`config.mk`:
```
export PLATFORM = sky130hd
export DESIGN_NAME = usis_ctrl
export DESIGN_NICKNAME = d
export VERILOG_FILES = /design/src/hdl/usis_pkg.sv /design/src/hdl/usis_ctrl.sv
export SDC_FILE = /design/constraint.sdc
export NUM_CORES = 1
export LEC_CHECK = 0
export ABC_AREA = 1
export BUFFER_PORTS_ARGS = -buffer_cell sky130_fd_sc_hd__buf_2
export CAP_MARGIN = 0
export CORE_AREA = 2 2 39 41
export CTS_CLUSTER_SIZE = 40
export DETAILED_ROUTE_END_ITERATION = 16
export DIE_AREA = 0 0 41 43
export PLACE_DENSITY = 0.79
export RECOVER_POWER = 100
export SLEW_MARGIN = 10
export SYNTH_ARGS = -nofsm -noshare
export SYNTH_HDL_FRONTEND = slang
export SYNTH_SLANG_ARGS = --single-unit
```
`constraint.sdc`:
```
create_clock -name clk -period 2.5 [get_ports clk]
set_input_delay 0.5 -clock clk [delete_from_list [all_inputs] [get_ports clk]]
set_output_delay 0.5 -clock clk [all_outputs]
set_load 0.005 [all_outputs]
```
`src/hdl/usis_pkg.sv`:
```
package usis_pkg;

  localparam int T_MAX_DEF = 32;
  localparam int CFG_W     = 6;
  localparam int CFG_IDX_W = 2;
  localparam int WAYS_W    = 64;
  localparam int RAND_W    = 31;
  localparam int PT_W      = 5;
  localparam int HALF_W    = 32;
  localparam int PROD_W    = HALF_W + RAND_W;
  localparam int WIDE_W    = WAYS_W + RAND_W;

  localparam logic [CFG_IDX_W-1:0] REG_NUM_POINTS = CFG_IDX_W'(0);
  localparam logic [CFG_IDX_W-1:0] REG_MAX_LEN    = CFG_IDX_W'(1);

  localparam logic [CFG_W-1:0] NUM_POINTS_RST = CFG_W'(8);
  localparam logic [CFG_W-1:0] MAX_LEN_RST    = CFG_W'(4);

  typedef enum logic [3:0] {
    ST_IDLE,
    ST_RB_INIT,
    ST_RB_RD,
    ST_RB_WAIT,
    ST_RB_WR,
    ST_SUM_RD,
    ST_SUM_LD,
    ST_MUL_LO,
    ST_MUL_HI,
    ST_X_ADD,
    ST_SCAN,
    ST_FIN
  } state_t;

  typedef struct packed {
    logic load_in;
    logic rb_init;
    logic rb_rd;
    logic rb_wr;
    logic sum_rd;
    logic sum_ld;
    logic mul_lo;
    logic mul_hi;
    logic x_add;
    logic scan;
    logic take_hit;
    logic take_max;
    logic out_load;
  } cmd_t;

  typedef struct packed {
    logic n_zero;
    logic rb_j_last;
    logic rb_k_last;
    logic m_zero;
    logic hit;
    logic scan_last;
  } stat_t;

endpackage

```
`src/hdl/usis_ctrl.sv`:
```
module usis_ctrl (
  input  logic            clk,
  input  logic            rst_n,
  input  logic            cfg_wr,
  input  logic            in_valid,
  output logic            in_stall,
  output logic            out_valid,
  input  logic            out_stall,
  input  usis_pkg::stat_t stat,
  output usis_pkg::cmd_t  cmd
);

  import usis_pkg::*;

  state_t state_r, state_nxt;
  logic   tbl_ready_r, tbl_ready_nxt;
  logic   out_valid_r, out_valid_nxt;

  always_ff @(posedge clk) begin
    if (!rst_n) begin
      state_r     <= ST_IDLE;
      tbl_ready_r <= 1'b0;
      out_valid_r <= 1'b0;
    end else begin
      state_r     <= state_nxt;
      tbl_ready_r <= tbl_ready_nxt;
      out_valid_r <= out_valid_nxt;
    end
  end

  always_comb begin
    state_nxt     = state_r;
    tbl_ready_nxt = tbl_ready_r;
    cmd           = '0;
    in_stall      = 1'b1;
    case (state_r)
      ST_IDLE: begin
        in_stall = 1'b0;
        if (in_valid) begin
          cmd.load_in = 1'b1;
          if (stat.n_zero) begin
            state_nxt = ST_IDLE;          // no set exists, word dropped
          end else if (!tbl_ready_r) begin
            state_nxt = ST_RB_INIT;
          end else begin
            state_nxt = ST_SUM_RD;
          end
        end
      end
      ST_RB_INIT: begin
        cmd.rb_init = 1'b1;
        state_nxt   = ST_RB_RD;
      end
      ST_RB_RD: begin
        cmd.rb_rd = 1'b1;
        if (stat.rb_j_last) begin
          state_nxt = ST_RB_WAIT;
        end
      end
      ST_RB_WAIT: begin
        state_nxt = ST_RB_WR;
      end
      ST_RB_WR: begin
        cmd.rb_wr = 1'b1;
        if (stat.rb_k_last) begin
          tbl_ready_nxt = 1'b1;
          state_nxt     = ST_SUM_RD;
        end else begin
          state_nxt = ST_RB_RD;
        end
      end
      ST_SUM_RD: begin
        cmd.sum_rd = 1'b1;
        state_nxt  = ST_SUM_LD;
      end
      ST_SUM_LD: begin
        cmd.sum_ld = 1'b1;
        state_nxt  = ST_MUL_LO;
      end
      ST_MUL_LO: begin
        cmd.mul_lo = 1'b1;
        state_nxt  = ST_MUL_HI;
      end
      ST_MUL_HI: begin
        cmd.mul_hi = 1'b1;
        state_nxt  = ST_X_ADD;
      end
      ST_X_ADD: begin
        cmd.x_add = 1'b1;
        if (stat.m_zero) begin
          cmd.take_max = 1'b1;
          state_nxt    = ST_FIN;
        end else begin
          state_nxt = ST_SCAN;
        end
      end
      ST_SCAN: begin
        cmd.scan = 1'b1;
        if (stat.hit) begin
          cmd.take_hit = 1'b1;
          state_nxt    = ST_FIN;
        end else if (stat.scan_last) begin
          cmd.take_max = 1'b1;
          state_nxt    = ST_FIN;
        end
      end
      ST_FIN: begin
        if (!out_valid_r || !out_stall) begin
          cmd.out_load = 1'b1;
          state_nxt    = ST_IDLE;
        end
      end
      default: begin
        state_nxt = ST_IDLE;
      end
    endcase
    if (cfg_wr) begin
      tbl_ready_nxt = 1'b0;
    end
  end

  always_comb begin
    if (cmd.out_load) begin
      out_valid_nxt = 1'b1;
    end else if (out_valid_r && !out_stall) begin
      out_valid_nxt = 1'b0;
    end else begin
      out_valid_nxt = out_valid_r;
    end
  end

  assign out_valid = out_valid_r;

endmodule

```
==> reports/results.tsv <==
stage	metric	value	unit
placed_design	place.gp.congestion	0.8548	
routing	vias	635	
synthesis	synth_top_family_by_area	simple AND/OR/NAND/NOR gates	
final_layout	fillers	153	
routing	postRouteAntennaNets	0	
clocking	htree_levels	1	
sta	grt_setup_unrepaired	no	
worst_setup_path	r2r_start	state_r[3]	
power_and_ir_drop	vdd_drop_max	0.3678	mV
clocking	clockBufferDepth	2	
floorplanning	rows	14	
sta	fin_ws	0.4704	ns
worst_setup_path	crit_path_start	state_r[1]	
final_layout	seqCellArea	120.1	um^2
clocking	clk_transition_reported_paths	0.04	ns
worst_setup_path	start_kind	register	
routing	avgViaCountPerCell	4.704	
floorplanning	io_pins	26	
clocking	cts_buffers	3	
sta	tns	0	ns
power_and_ir_drop	swShare	0.4968	
placed_design	hpwl	1057	um
final_layout	mostFrequentLayoutCells	nand2_1 (24), nor2_1 (20), inv_1 (17), buf_2 (16), nand3_1 (8)	
power_and_ir_drop	pwr_density_cell	923.9	mW/mm^2
power_and_ir_drop	combPwrFrac	0.598	
final_layout	final_cell_count_no_fill	135	
worst_setup_path	required	2.00	ns
routing	drc	0	
sta	slew-limit-headroom	0.6752	
final_layout	utilization	0.4620	
final_layout	area_growth_syn_to_layout	27.75	%
routing	wl_per_cell	9.304	um
synthesis	synth.yosys.seq_area_share	0.2400	
worst_setup_path	cp_max_fo	6	
synthesis	synth-seq-cells	6	
worst_hold_path	hp-class	primary input to register	
floorplanning	die_w	41	um
floorplanning	initial_core_util	0.3617	
global_routing	antenna_found_initial	0	
synthesis	synthMuxAreaShare	0	
clocking	cts_resized	0	
final_layout	final_nets	132	
floorplanning	die_y	43	um
synthesis	synth-simple-area-share	0.5150	
power_and_ir_drop	p_sw	293.4	uW
routing	drt-total-wl	1256	um
synthesis	synthesis.nets	103	
clocking	clock_latency	0.24	ns
final_layout	multiInputGateArea	285.3	um^2
clocking	post-cts-setup-buffers	0	
worst_setup_path	timing.rr.end	state_r[1]	
sta	fmax	492.7	MHz
worst_setup_path	worstSetupPathType	register to output port	
placed_design	io_buffers	25	
worst_setup_path	worstPathArrival	1.53	ns
global_routing	grt_pass1_vias	575	
worst_setup_path	rr_worst_depth	7	
sta	worst_pin_slew	0.4853	ns
floorplanning	core	0.001384	mm^2
global_routing	grt_usage	0.1740	
power_and_ir_drop	p_seq_frac	0.253	
power_and_ir_drop	power_frac_clock	0.149	
final_layout	final_common_cell	nand2_1	
synthesis	synth.distinct_cells	13	
synthesis	syn_area	500.5	um^2
global_routing	overflow	0	
synthesis	synth_compound_area_frac	0.08000	
sta	finClkSkew	0.003303	ns
worst_hold_path	hold_start	cfg_wr	
global_routing	grt_pass1_wl	2097	um
sta	finalCritPeriodShare	0.8118	
worst_setup_path	regToRegSetupSlack	1.08	ns
power_and_ir_drop	leakagePower	0.3880	nW
sta	finalCriticalPeriod	2.030	ns
power_and_ir_drop	p_int	297.3	uW
synthesis	yosys.area.top_type	dfxtp_1	
synthesis	ys_warn_count	0	
sta	hold_viol	0	
placed_design	dp_slack	0.9251	ns
placed_design	dpl.cell_count	132	
final_layout	layout-drive-gt1-share	0.2269	
clocking	cts-root-buf	clkbuf_4	
routing	drtIter0Drc	11	
floorplanning	dieArea	0.001763	mm^2
outcome	status	finished clean	
clocking	clkSinkCount	6	
worst_hold_path	hold_end	tbl_ready_r	
power_and_ir_drop	finalPower	590.7	uW
synthesis	synth_cells	92	
clocking	cts_tree	built	
sta	setup_viol	0	
synthesis	yosys.area_share.xor_xnor	0	
sta	maxSlewViolCount	0	
synthesis	synthAdderAreaFrac	0	
routing	drt-pass1-iter-count	4	
worst_hold_path	holdPathStages	2	
synthesis	avgSynthCellArea	5.440	um^2
global_routing	grt_start_max_net_pins	7	
run	drv_cap	0	
synthesis	yosys-top-cells-area	dfxtp_1 (24%), nand2_1 (18%), inv_1 (12%), nor2_1 (11%), nand3_1 (8.0%)	
final_layout	n_antenna_cell	0	
clocking	postCtsHoldBufs	0	
synthesis	synth_top_area_frac	0.2400	
worst_setup_path	cp-end-kind	output port	
[flip-flops by register name, indices dropped and copies added, names as in the netlist]
| signal | flops |
|---|---|
| tbl_ready_r | 1 |
| out_valid | 1 |
| state_r | 4 |
[synthesized netlist by cell type]
cell,number
nor2_2,6
inv_2,4
buf_4,1
inv_1,16
nand3_2,2
nor2_1,15
nand2_2,1
nand3_1,8
dfxtp_1,6
nand3b_1,1
a21oi_1,5
nand2_1,24
o21ai_1,3
[cell type report]
type                    count  area share
multi-input cells          65      0.4462
flip-flops and latches      6      0.1879
repair buffers             25      0.1820
clock buffers               3     0.03523
inverters                  20      0.1174
well taps                  16     0.03131
[worst max-delay path, cell delays in order (launching register included)]
cell	delay [ns]
dfxtp_1	0.45
inv_1	0.10
nor2_1	0.29
nand2_1	0.14
o21ai_0	0.17
buf_2	0.14
[worst max-delay path by stage]
stage	end	depth (start not counted)	slack, ns
floorplan	cmd[1]	4	1.13
global placement	cmd[1]	5	1.0
detailed placement	cmd[1]	5	0.93
CTS	cmd[1]	5	0.66
global route	cmd[1]	5	0.36
finish	cmd[1]	5	0.47
[power groups by stage]
stage,Sequential (mW),Combinational (mW),Clock [mW]
2_1_floorplan,0.149,0.260,0
3_3_place_gp,0.152,0.358,0
3_5_place_dp,0.156,0.367,0
4_1_cts,0.154,0.369,0.0934
5_1_grt,0.154,0.404,0.0996
6_report,0.150,0.353,0.0880
[through the flow]
| step | hold slack (ns) | instance area, um^2 |
|---|---|---|
| 2_1_floorplan | 0.4743 | 500.5 |
| 3_3_place_gp | 0.4686 | 638.1 |
| 3_5_place_dp | 0.4718 | 638.1 |
| 4_1_cts | 0.4013 | 660.6 |
| 5_1_grt | 0.3963 | 639.4 |
| 6_report | 0.4104 | 639.4 |
[logic make-up after synthesis]
family          count (synthesis)
flops                           6
simple gates                   57
compound gates                  8
buf+inv                        21
[metal layers]
layer	up-vias	wire [um]	global-route usage
met1	278	533	0.2006
met5	-	0	0
met3	6	60	0.03141
met4	0	46	0.1400
met2	17	617	0.2625
li1	334	-	-
No activity file was read; power rests on OpenSTA's default activity.
